$ cat src/hw/rtl/ut2cal_pkg.sv
// ============================================================================
// ut2cal_pkg - constants for the seconds-to-calendar converter
// Divider reciprocals, calendar anchors and the March-based month table.
// ============================================================================
package ut2cal_pkg;

  // Pipeline depth of the converter
  localparam int unsigned NUM_STAGES = 10;

  // Time-of-day divisors
  localparam logic [16:0] SECS_PER_DAY  = 17'd86400;
  localparam logic [11:0] SECS_PER_HOUR = 12'd3600;
  localparam logic [5:0]  SECS_PER_MIN  = 6'd60;

  // Floor reciprocals; each quotient is at most one short and is corrected
  // by a single compare and subtract
  localparam logic [25:0] DAY_RECIP  = 26'd50903316; // 2^35 / 675, input >> 7
  localparam int unsigned DAY_SHIFT  = 35;
  localparam logic [16:0] HOUR_RECIP = 17'd74565;    // 2^28 / 3600
  localparam logic [12:0] MIN_RECIP  = 13'd4369;     // 2^18 / 60
  localparam logic [16:0] WEEK_RECIP = 17'd74898;    // 2^19 / 7
  localparam logic [15:0] CYC_RECIP  = 16'd45933;    // 2^26 / 1461

  // Day counts
  localparam logic [2:0]  DAYS_PER_WEEK  = 3'd7;
  localparam logic [8:0]  DAYS_PER_YEAR  = 9'd365;
  localparam logic [10:0] DAYS_PER_CYCLE = 11'd1461;
  localparam logic [2:0]  EPOCH_WEEKDAY  = 3'd4;

  // Days are counted from 1968-03-01, the start of a four-year cycle
  localparam logic [9:0]  DAYS_TO_EPOCH  = 10'd671;
  // Day index of 1 March 2100 in the real calendar; from there on, add one
  // to skip the leap day that 2100 does not have
  localparam logic [15:0] SKIP_2100      = 16'd48212;
  localparam logic [11:0] YEAR_BASE      = 12'd1968;

  // Output ranges
  localparam logic [11:0] YEAR_MIN = 12'd1970;
  localparam logic [11:0] YEAR_MAX = 12'd2106;

  // Month numbers
  localparam logic [3:0] MON_JAN = 4'd1;
  localparam logic [3:0] MON_FEB = 4'd2;
  localparam logic [3:0] MON_APR = 4'd4;
  localparam logic [3:0] MON_JUN = 4'd6;
  localparam logic [3:0] MON_SEP = 4'd9;
  localparam logic [3:0] MON_NOV = 4'd11;
  localparam logic [3:0] MON_DEC = 4'd12;

  // Index of January in the March-based year
  localparam logic [3:0] MIDX_JAN = 4'd10;
  localparam logic [3:0] MIDX_MAX = 4'd11;

  // First day of each month within a year that starts on 1 March
  function automatic logic [8:0] month_start(input logic [3:0] idx);
    logic [8:0] s;
    begin
      case (idx)
        4'd0:    s = 9'd0;
        4'd1:    s = 9'd31;
        4'd2:    s = 9'd61;
        4'd3:    s = 9'd92;
        4'd4:    s = 9'd122;
        4'd5:    s = 9'd153;
        4'd6:    s = 9'd184;
        4'd7:    s = 9'd214;
        4'd8:    s = 9'd245;
        4'd9:    s = 9'd275;
        4'd10:   s = 9'd306;
        4'd11:   s = 9'd337;
        default: s = 9'd0;
      endcase
      return s;
    end
  endfunction

endpackage

$ cat src/hw/rtl/unix_time_to_calendar.sv
// ============================================================================
// unix_time_to_calendar - Unix seconds to Gregorian date and time
// Ten-stage pipeline: constant dividers by reciprocal multiply, then a
// four-year-cycle decomposition of the day count.
// ============================================================================
// The block takes one request per clock while in_stall is low. Each request
// passes through the ten register stages of the pipeline, stage 0 to
// stage 9, and results leave in request order. Every 32-bit input is valid,
// up to 2106-02-07 06:28:15.
// A stall on the output holds the last stage, and the hold ripples back only
// through stages that carry a valid request, so bubbles are squeezed out and
// the input is stalled only when the whole pipeline is full and blocked.
// The block keeps no state between requests and has no registers to set.
module unix_time_to_calendar
  import ut2cal_pkg::*;
(
  input  logic        clk,
  input  logic        rst,
  input  logic        in_valid,
  output logic        in_stall,
  input  logic [31:0] seconds_since_epoch,
  output logic        out_valid,
  input  logic        out_stall,
  output logic [11:0] year,
  output logic [3:0]  month,
  output logic [4:0]  day,
  output logic [4:0]  hour,
  output logic [5:0]  minute,
  output logic [5:0]  second,
  output logic [2:0]  weekday
);

  // --------------------------------------------------------------------------
  // Handshake: a stage loads when it is empty or the stage after it moves on
  // --------------------------------------------------------------------------
  logic [NUM_STAGES-1:0] vld;
  logic [NUM_STAGES-1:0] en;

  always_comb begin
    en[NUM_STAGES-1] = !vld[NUM_STAGES-1] || !out_stall;
    for (int k = NUM_STAGES - 2; k >= 0; k--) begin
      en[k] = !vld[k] || en[k+1];
    end
  end

  assign in_stall  = !en[0];
  assign out_valid = vld[NUM_STAGES-1];

  always_ff @(posedge clk) begin
    if (rst) begin
      vld <= '0;
    end else begin
      if (en[0]) begin
        vld[0] <= in_valid;
      end
      for (int k = 1; k < NUM_STAGES; k++) begin
        if (en[k]) begin
          vld[k] <= vld[k-1];
        end
      end
    end
  end

  // --------------------------------------------------------------------------
  // Stage 0: estimate days = t / 86400 as (t >> 7) / 675
  // --------------------------------------------------------------------------
  logic [31:0] s0_t;
  logic [50:0] s0_pd;

  always_ff @(posedge clk) begin
    if (en[0]) begin
      s0_t  <= seconds_since_epoch;
      s0_pd <= 51'(seconds_since_epoch[31:7]) * 51'(DAY_RECIP);
    end
  end

  // --------------------------------------------------------------------------
  // Stage 1: multiply the estimate back out
  // --------------------------------------------------------------------------
  logic [31:0] s1_t;
  logic [15:0] s1_q;
  logic [32:0] s1_pm;
  logic [15:0] s1_q_next;

  assign s1_q_next = s0_pd[DAY_SHIFT+15:DAY_SHIFT];

  always_ff @(posedge clk) begin
    if (en[1]) begin
      s1_t  <= s0_t;
      s1_q  <= s1_q_next;
      s1_pm <= 33'(s1_q_next) * 33'(SECS_PER_DAY);
    end
  end

  // --------------------------------------------------------------------------
  // Stage 2: correct the day count; keep the seconds of the day
  // --------------------------------------------------------------------------
  logic [15:0] s2_days;
  logic [16:0] s2_rem;
  logic [32:0] s2_diff;
  logic [17:0] s2_r0;

  assign s2_diff = {1'b0, s1_t} - s1_pm;
  assign s2_r0   = s2_diff[17:0];

  always_ff @(posedge clk) begin
    if (en[2]) begin
      if (s2_r0 >= 18'(SECS_PER_DAY)) begin
        s2_days <= s1_q + 16'd1;
        s2_rem  <= 17'(s2_r0 - 18'(SECS_PER_DAY));
      end else begin
        s2_days <= s1_q;
        s2_rem  <= s2_r0[16:0];
      end
    end
  end

  // --------------------------------------------------------------------------
  // Stage 3: rebase the day count to 1968-03-01 and skip 29 Feb 2100
  // --------------------------------------------------------------------------
  logic [16:0] s3_v;
  logic [15:0] s3_dj;
  logic [16:0] s3_rem;
  logic [15:0] s3_shift;

  assign s3_shift = s2_days + 16'(DAYS_TO_EPOCH);

  always_ff @(posedge clk) begin
    if (en[3]) begin
      s3_v   <= 17'(s2_days) + 17'(EPOCH_WEEKDAY);
      s3_dj  <= (s3_shift >= SKIP_2100) ? s3_shift + 16'd1 : s3_shift;
      s3_rem <= s2_rem;
    end
  end

  // --------------------------------------------------------------------------
  // Stage 4: reciprocal products for hour, weekday and four-year cycle
  // --------------------------------------------------------------------------
  logic [33:0] s4_ph;
  logic [31:0] s4_pw;
  logic [31:0] s4_pc;
  logic [16:0] s4_rem;
  logic [16:0] s4_v;
  logic [15:0] s4_dj;

  always_ff @(posedge clk) begin
    if (en[4]) begin
      s4_ph  <= 34'(s3_rem) * 34'(HOUR_RECIP);
      s4_pw  <= 32'(s3_v) * 32'(WEEK_RECIP);
      s4_pc  <= 32'(s3_dj) * 32'(CYC_RECIP);
      s4_rem <= s3_rem;
      s4_v   <= s3_v;
      s4_dj  <= s3_dj;
    end
  end

  // --------------------------------------------------------------------------
  // Stage 5: multiply the quotient estimates back out
  // --------------------------------------------------------------------------
  logic [4:0]  s5_h;
  logic [5:0]  s5_c;
  logic [16:0] s5_hp;
  logic [16:0] s5_wp;
  logic [15:0] s5_cp;
  logic [16:0] s5_rem;
  logic [16:0] s5_v;
  logic [15:0] s5_dj;
  logic [4:0]  s5_h_next;
  logic [12:0] s5_w_next;
  logic [5:0]  s5_c_next;

  assign s5_h_next = s4_ph[32:28];
  assign s5_w_next = s4_pw[31:19];
  assign s5_c_next = s4_pc[31:26];

  always_ff @(posedge clk) begin
    if (en[5]) begin
      s5_h   <= s5_h_next;
      s5_c   <= s5_c_next;
      s5_hp  <= 17'(s5_h_next) * 17'(SECS_PER_HOUR);
      s5_wp  <= 17'(s5_w_next) * 17'(DAYS_PER_WEEK);
      s5_cp  <= 16'(s5_c_next) * 16'(DAYS_PER_CYCLE);
      s5_rem <= s4_rem;
      s5_v   <= s4_v;
      s5_dj  <= s4_dj;
    end
  end

  // --------------------------------------------------------------------------
  // Stage 6: correct hour, weekday and cycle; keep the remainders
  // --------------------------------------------------------------------------
  logic [4:0]  s6_hour;
  logic [11:0] s6_r2;
  logic [2:0]  s6_wd;
  logic [5:0]  s6_cyc;
  logic [10:0] s6_doc;
  logic [16:0] s6_rh_full;
  logic [12:0] s6_rh;
  logic [16:0] s6_rw_full;
  logic [3:0]  s6_rw;
  logic [15:0] s6_rc_full;
  logic [11:0] s6_rc;

  assign s6_rh_full = s5_rem - s5_hp;
  assign s6_rh      = s6_rh_full[12:0];
  assign s6_rw_full = s5_v - s5_wp;
  assign s6_rw      = s6_rw_full[3:0];
  assign s6_rc_full = s5_dj - s5_cp;
  assign s6_rc      = s6_rc_full[11:0];

  always_ff @(posedge clk) begin
    if (en[6]) begin
      if (s6_rh >= 13'(SECS_PER_HOUR)) begin
        s6_hour <= s5_h + 5'd1;
        s6_r2   <= 12'(s6_rh - 13'(SECS_PER_HOUR));
      end else begin
        s6_hour <= s5_h;
        s6_r2   <= s6_rh[11:0];
      end
      if (s6_rw >= 4'(DAYS_PER_WEEK)) begin
        s6_wd <= 3'(s6_rw - 4'(DAYS_PER_WEEK));
      end else begin
        s6_wd <= s6_rw[2:0];
      end
      if (s6_rc >= 12'(DAYS_PER_CYCLE)) begin
        s6_cyc <= s5_c + 6'd1;
        s6_doc <= 11'(s6_rc - 12'(DAYS_PER_CYCLE));
      end else begin
        s6_cyc <= s5_c;
        s6_doc <= s6_rc[10:0];
      end
    end
  end

  // --------------------------------------------------------------------------
  // Stage 7: year within the cycle; minute estimate
  // --------------------------------------------------------------------------
  logic [23:0] s7_pmin;
  logic [8:0]  s7_doy;
  logic [11:0] s7_yb;
  logic [4:0]  s7_hour;
  logic [2:0]  s7_wd;
  logic [11:0] s7_r2;
  logic [1:0]  s7_yoc;
  logic [10:0] s7_doy_full;

  // The last day of a cycle is 29 February and stays in the fourth year
  always_comb begin
    s7_yoc = 2'd0;
    if (s6_doc >= 11'(DAYS_PER_YEAR)) begin
      s7_yoc = 2'd1;
    end
    if (s6_doc >= 11'(2 * DAYS_PER_YEAR)) begin
      s7_yoc = 2'd2;
    end
    if (s6_doc >= 11'(3 * DAYS_PER_YEAR)) begin
      s7_yoc = 2'd3;
    end
  end

  assign s7_doy_full = s6_doc - 11'(s7_yoc) * 11'(DAYS_PER_YEAR);

  always_ff @(posedge clk) begin
    if (en[7]) begin
      s7_pmin <= 24'(s6_r2) * 24'(MIN_RECIP);
      s7_doy  <= s7_doy_full[8:0];
      s7_yb   <= YEAR_BASE + 12'({s6_cyc, 2'b00}) + 12'(s7_yoc);
      s7_hour <= s6_hour;
      s7_wd   <= s6_wd;
      s7_r2   <= s6_r2;
    end
  end

  // --------------------------------------------------------------------------
  // Stage 8: month of the March-based year; minute product
  // --------------------------------------------------------------------------
  logic [3:0]  s8_midx;
  logic [8:0]  s8_doy;
  logic [11:0] s8_yb;
  logic [5:0]  s8_m;
  logic [11:0] s8_mp;
  logic [11:0] s8_r2;
  logic [4:0]  s8_hour;
  logic [2:0]  s8_wd;
  logic [3:0]  s8_midx_next;
  logic [5:0]  s8_m_next;

  always_comb begin
    s8_midx_next = 4'd0;
    for (int i = 1; i <= 11; i++) begin
      if (s7_doy >= month_start(4'(i))) begin
        s8_midx_next = s8_midx_next + 4'd1;
      end
    end
  end

  assign s8_m_next = s7_pmin[23:18];

  always_ff @(posedge clk) begin
    if (en[8]) begin
      s8_midx <= s8_midx_next;
      s8_doy  <= s7_doy;
      s8_yb   <= s7_yb;
      s8_m    <= s8_m_next;
      s8_mp   <= 12'(s8_m_next) * 12'(SECS_PER_MIN);
      s8_r2   <= s7_r2;
      s8_hour <= s7_hour;
      s8_wd   <= s7_wd;
    end
  end

  // --------------------------------------------------------------------------
  // Stage 9: output register; January and February roll into the next year
  // --------------------------------------------------------------------------
  logic [11:0] s9_sr;
  logic [8:0]  s9_dom;

  assign s9_sr  = s8_r2 - s8_mp;
  assign s9_dom = s8_doy - month_start(s8_midx);

  always_ff @(posedge clk) begin
    if (en[9]) begin
      day     <= 5'(s9_dom + 9'd1);
      hour    <= s8_hour;
      weekday <= s8_wd;
      if (s8_midx >= MIDX_JAN) begin
        month <= s8_midx - (MIDX_JAN - MON_JAN);
        year  <= s8_yb + 12'd1;
      end else begin
        month <= s8_midx + (MON_DEC - MIDX_MAX) + 4'd2;
        year  <= s8_yb;
      end
      if (s9_sr >= 12'(SECS_PER_MIN)) begin
        minute <= s8_m + 6'd1;
        second <= 6'(s9_sr - 12'(SECS_PER_MIN));
      end else begin
        minute <= s8_m;
        second <= s9_sr[5:0];
      end
    end
  end

endmodule

$ cat config.mk
export PLATFORM = sky130hd
export DESIGN_NAME = unix_time_to_calendar
export DESIGN_NICKNAME = d
export VERILOG_FILES = /design/src/hw/rtl/ut2cal_pkg.sv /design/src/hw/rtl/unix_time_to_calendar.sv
export SDC_FILE = /design/constraint.sdc
export NUM_CORES = 2
export LEC_CHECK = 0
export BUFFER_PORTS_ARGS = -buffer_cell sky130_fd_sc_hd__clkbuf_2
export CORE_AREA = 2 2 346 280
export CTS_CLUSTER_DIAMETER = 150
export CTS_CLUSTER_SIZE = 10
export DETAILED_ROUTE_END_ITERATION = 8
export DIE_AREA = 0 0 348 282
export GPL_TIMING_DRIVEN = 0
export SLEW_MARGIN = 30
export SYNTH_ARGS = -nofsm -noshare
export SYNTH_HDL_FRONTEND = slang
export SYNTH_SLANG_ARGS = --single-unit
$ cat constraint.sdc
create_clock -name clk -period 12.7 [get_ports clk]
set_input_delay 3.175 -clock clk [delete_from_list [all_inputs] [get_ports clk]]
set_output_delay 3.175 -clock clk [all_outputs]
set_load 0.05 [all_outputs]
* Word level (Yosys, flattened, before mapping)
Memory sizes are Yosys's and may differ from the RTL's. A register that Yosys moved wholly into a read port is not among the register bits.
Index checks and enable logic that the tools add are counted.
** Word-level totals
- Register bits after elaboration :: 595
- ROM bits :: 144
- Input bits :: 36
- Logic and storage cells :: 178
- Memories kept :: 1
** Memories
- (no name shown) :: depth 16, bits a word 9, read ports 1, clocked after memory_dff 1, wr ports 0, RTL line ut2cal_pkg.sv:58 : case (idx)
** Cells by class
- $add $sub $neg :: 36
- Multipliers :: 11
- Magnitude comparators :: 21
- Mux-type cells :: 27
- Reductions and logical operators :: 22
** Operator list (count)
- multiplier 25 x 24 -> 49 bit (second input constant) :: 1
- two-way mux 4 bit :: 12
- adder 4 x 1 -> 4 bit (second input constant) :: 11
- greater-or-equal comparator 9 x 8 -> 1 bit (second input constant) :: 4
- multiplier 17 x 17 -> 33 bit (second input constant) :: 1
- adder 16 x 1 -> 16 bit (second input constant) :: 2
- multiplier 16 x 16 -> 32 bit (second input constant) :: 1
- two-way mux 16 bit :: 2
- multiplier 17 x 16 -> 31 bit (second input constant) :: 1
- greater-or-equal comparator 9 bit (second input constant) :: 3
- multiplier 12 x 13 -> 24 bit (second input constant) :: 1
- two-way mux 12 bit :: 2
- subtractor 12 bit :: 2
- greater-or-equal comparator 18 x 17 -> 1 bit (second input constant) :: 1
- greater-or-equal comparator 9 x 7 -> 1 bit (second input constant) :: 2
- two-way mux 6 bit :: 3
- subtractor 18 bit :: 1
- adder 16 x 3 -> 17 bit (second input constant) :: 1
- two-way mux 17 bit :: 1
- subtractor 17 bit (second input constant) :: 1
- adder 16 x 10 -> 16 bit (second input constant) :: 1
- greater-or-equal comparator 16 bit (second input constant) :: 1
- multiplier 16 x 10 -> 11 bit (second input constant) :: 1
- greater-or-equal comparator 13 x 12 -> 1 bit (second input constant) :: 1
- 36 further kinds :: 60

* Longest topological paths before layout
- Depth after elaboration :: 23
- Depth in mapped cells :: 34
- Mapped depth without buffers :: 32

* Worst setup path before layout
OpenSTA, ideal clock, no wires.
- Kind :: input -> output
- From :: in out_stall
- To :: out in_stall
- Data arrival time :: 8.429 ns
- Data required time :: 9.525 ns
- Setup slack :: 1.096 ns
- Stages :: 7
- Path buffers :: 0
- Path through :: and3_1 -> nand3_1 -> nor2_1 -> nand3_1 -> nor2_1 -> nand3_1 -> inv_1
** Between the ends
- Cells in the longest elaborated chain, start to end :: 12
** RTL lines
- start: declaration :: RTL line unix_time_to_calendar.sv:23 : input logic out_stall,
- logical NOT 1 bit :: RTL line unix_time_to_calendar.sv:40 : en[NUM_STAGES-1] = !vld[NUM_STAGES-1] || !out_stall;
- logical OR 1 bit :: RTL line unix_time_to_calendar.sv:40
- logical OR 1 bit (3 in a row) :: RTL line unix_time_to_calendar.sv:42 : en[k] = !vld[k] || en[k+1];
- named net en[6] :: RTL line unix_time_to_calendar.sv:37 : logic [NUM_STAGES-1:0] en;
- logical OR 1 bit (3 in a row) :: RTL line unix_time_to_calendar.sv:42
- named net en[3] :: RTL line unix_time_to_calendar.sv:37
- logical OR 1 bit (3 in a row) :: RTL line unix_time_to_calendar.sv:42
- logical NOT 1 bit :: RTL line unix_time_to_calendar.sv:46 : assign in_stall = !en[0];
- end: declaration :: RTL line unix_time_to_calendar.sv:20 : output logic in_stall,
The timed path passes the listed nets, and every way through them passes these cells.

* Worst setup path in the final report
- From :: in seconds_since_epoch[14]
- To :: reg s0_pd[50] (data pin)
** Between the ends
- Cells in the longest elaborated chain, start to end :: 1
** RTL lines
- start: declaration :: RTL line unix_time_to_calendar.sv:21 : input logic [31:0] seconds_since_epoch,
- multiplier 25 x 24 -> 49 bit :: RTL line unix_time_to_calendar.sv:73 : s0_pd <= 51'(seconds_since_epoch[31:7]) * 51'(DAY_RECIP);
- end signal: assignment :: RTL line unix_time_to_calendar.sv:73
- end: declaration :: RTL line unix_time_to_calendar.sv:68 : logic [50:0] s0_pd;
Every way passes these cells.
A chain may end at the register's enable or synchronous reset.

==> results_dict.tcl <==
set metrics [dict create \
    core_um2 94400 \
    holdBufCountCts 0 \
    insertedDiodeCount 0 \
    layout.nets 5017 \
    synth_mux_area_frac 0.00594 \
    holdCritStartpoint "s2_rem[4]$_DFFE_PP_" \
    final_max_slew_viol_count 0 \
    holdPathStages 0 \
    min_period_over_period 0.789 \
    synth_cells 3616 \
    rsz0062_at_grt "false" \
    grt_antenna_before_repair 1 \
    final_cell_mix "849 x ha_1, 802 x inv_1, 441 x edfxtp_1" \
    r2r_slack_ns 4.92 \
    path_max_fanout 11 \
    synth-main-ff-cell "edfxtp_1" \
    cts_tree "done" \
    yosysTopAreaCellShare 0.313 \
    end_kind "flip-flop" \
    cts_made_buffers 51 \
    setup_viol 0 \
    synth-seq-area-share 0.320 \
    ys_ff_latch 456 \
    yosys-top-cells-area "edfxtp_1 31%, ha_1 25%, fa_1 18%" \
    critPathKind "in2reg" \
    layout-area-overhead-vs-synth_pct 8.35 \
    synthAdderAreaFrac 0.432 \
    cp-start-kind "input pin" \
    syn_nets 4883 \
    grt_pass1_wl_um 130000 \
    die_area_um2 98100 \
    cts.sinks 456 \
    synth_compound_area_frac 0.0615 \
    worst_pin_slew_ns 0.828 \
    synth-xor-area-share 0.0546 \
    die_h_um 282 \
    synth-simple-area-share 0.0495 \
    firstDrtPassIters 4 \
    multi_input_area_um2 25600 \
    dp_hpwl_um 61500 \
    io-pin-count 79 \
    postCtsSetupBuffers 0 \
    critical_path_required_ns 13.08 \
    syn_area_per_cell_um2 11.7 \
    finalWeightedCongestion 0.858 \
    holdPathEnd "s3_rem[4]$_DFFE_PP_" \
    yosys_warnings 0 \
    grt_usage 0.164 \
    rr_startpoint "s7_doy[6]$_DFFE_PP_" \
    status "completed" \
    grt_max_degree 47 \
    period_minus_slack_ns 10.02 \
    port_buffers 77 \
    fin_skew_ns 0.0315 \
    final_common_cell "ha_1" \
    synth_top_family_by_area "adder cells" \
    ant_nets 0 \
    fillers 8535 \
    overflow 0 \
    cap_viol_max_count 0 \
    hp-class "reg2reg" \
    clk_latency_ns 0.61 \
    vias 24600 \
    worstRegToRegCells 33 \
    synth_edf_count 441 \
    wire_per_inst_um 15.3 \
    cp.arrival_ns 10.40 \
    cts_root_buf "clkbuf_16" \
    drcViolationCount 0 \
    totalWireLength_um 76400 \
    synth.largest_area_cell "edfxtp_1" \
    drive_gt1_frac 0.0551 \
    hold_ws_ns 0.406 \
    cts_max_level 2 \
    async_reset_ff_frac 0 \
    seq_area_um2 13500 \
    avgViaCountPerCell 4.91 \
    cts_resized 0 \
    ys_types 88 \
    fmax_mhz 99.8 \
    drt_iter0_drc 1073 \
    clockBufferDepth 3 \
    finalHoldViolCount 0 \
    start_util 0.449 \
    grt_pass1_vias 25400 \
    rows 101 \
    die_w_um 348 \
    slew_headroom 0.442 \
    syn_area_um2 42300 \
    path_clk_slew_ns 0.06 \
]
[state kept, by name (all words and copies together) (netlist names), 10 cells and up, named ones only]
signal	flops
s0_pd	16
s0_t	18
s1_pm	10
s1_q	16
s1_t	18
s2_days	16
s2_rem	17
s3_dj	16
s3_rem	17
s3_v	17
s4_dj	10
s4_rem	11
s5_cp	10
s5_dj	12
s5_rem	13
s6_doc	11
s6_r2	12
s7_pmin	10
s7_yb	11
s8_r2	12
s8_yb	11
vld	10
year	12
[through the flow]
step	worst slack [ns]	cell area, um2	instances	utilization	TNS, ns
4_1_cts	2.57	45900	5008	0.486	0
5_1_grt	2.30	45900	5008	0.486	0
3_3_place_gp	-1.34	44300	4929	0.469	-1.34
3_5_place_dp	1.92	44400	4933	0.471	0
2_1_floorplan	1.10	42300	3616	-	0
6_report	2.68	45900	5008	0.486	0
[how the worst max path moves through the flow]
| stage | to | depth (start not counted) | start |
|---|---|---|---|
| after floorplan | in_stall | 7 | out_stall |
| after global placement | in_stall | 9 | out_stall |
| final | s0_pd[50]$_DFFE_PN_ | 24 | seconds_since_epoch[14] |
| after global routing | s0_pd[50]$_DFFE_PN_ | 24 | seconds_since_epoch[14] |
| after detailed placement | s0_pd[50]$_DFFE_PN_ | 24 | seconds_since_epoch[14] |
| after CTS | in_stall | 9 | out_stall |
[synthesized netlist by cell type (all sizes together) (16+ instances only)]
library cell,instances
clkbuf,25
nand3,49
a21oi,114
ha,849
nand2,82
o211ai,18
nor2,108
fa,382
o21ai,73
nor3,38
or3,16
a21o,50
inv,805
nand4,23
and3,16
xor2,90
o21bai,21
xnor2,169
edfxtp,441
[area by class of cell]
class | instances | area share
Sequential cell | 456 | 0.295
Clock buffer | 71 | 0.0295
Multi-Input combinational cell | 2322 | 0.558
Timing Repair Buffer | 81 | 0.0101
Inverter | 805 | 0.0660
Tap cell | 1236 | 0.0337
Clock inverter | 4 | 0.00232
Buffer | 33 | 0.00526
[worst max-delay path: stages]
cell and delay, ns:
clkbuf_2 0.34, fa_1 0.52, ha_1 0.28, inv_1 0.05
fa_1 0.49, fa_1 0.51, inv_1 0.05, fa_1 0.46
fa_1 0.55, inv_1 0.07, fa_1 0.53, inv_1 0.04
ha_1 0.29, nand2_1 0.08, o21ai_0 0.37, o2111ai_1 0.21
a31oi_1 0.24, o21ai_0 0.27, a211oi_1 0.57, nand4_1 0.20
a311oi_1 0.37, a41o_1 0.30, o31ai_1 0.11, xnor2_1 0.30
[cell families (layout without fill, tap and decap cells)]
family / count (synthesis) / after routing
AOI/OAI and AO/OA: 392 / 392
buffers and inverters: 838 / 994
and+or+nand+nor: 418 / 418
adders and majority gates: 1231 / 1231
xor gates and xnor gates: 260 / 260
muxes: 21 / 21
DFF: 456 / 456
[metal layers]
metal / up-vias / GRT usage / part of all wire
met3: 78 / 0.0208 / 0.032
met5: - / 0 / 0.00012
met4: 2 / 0.0310 / 0.016
met1: 11700 / 0.232 / 0.49
met2: 306 / 0.273 / 0.46
li1: 12400 / - / -
Power is left out: the tool's default activity adds up to more than one toggle a clock period on the data nets, which glitch-free logic cannot reach.
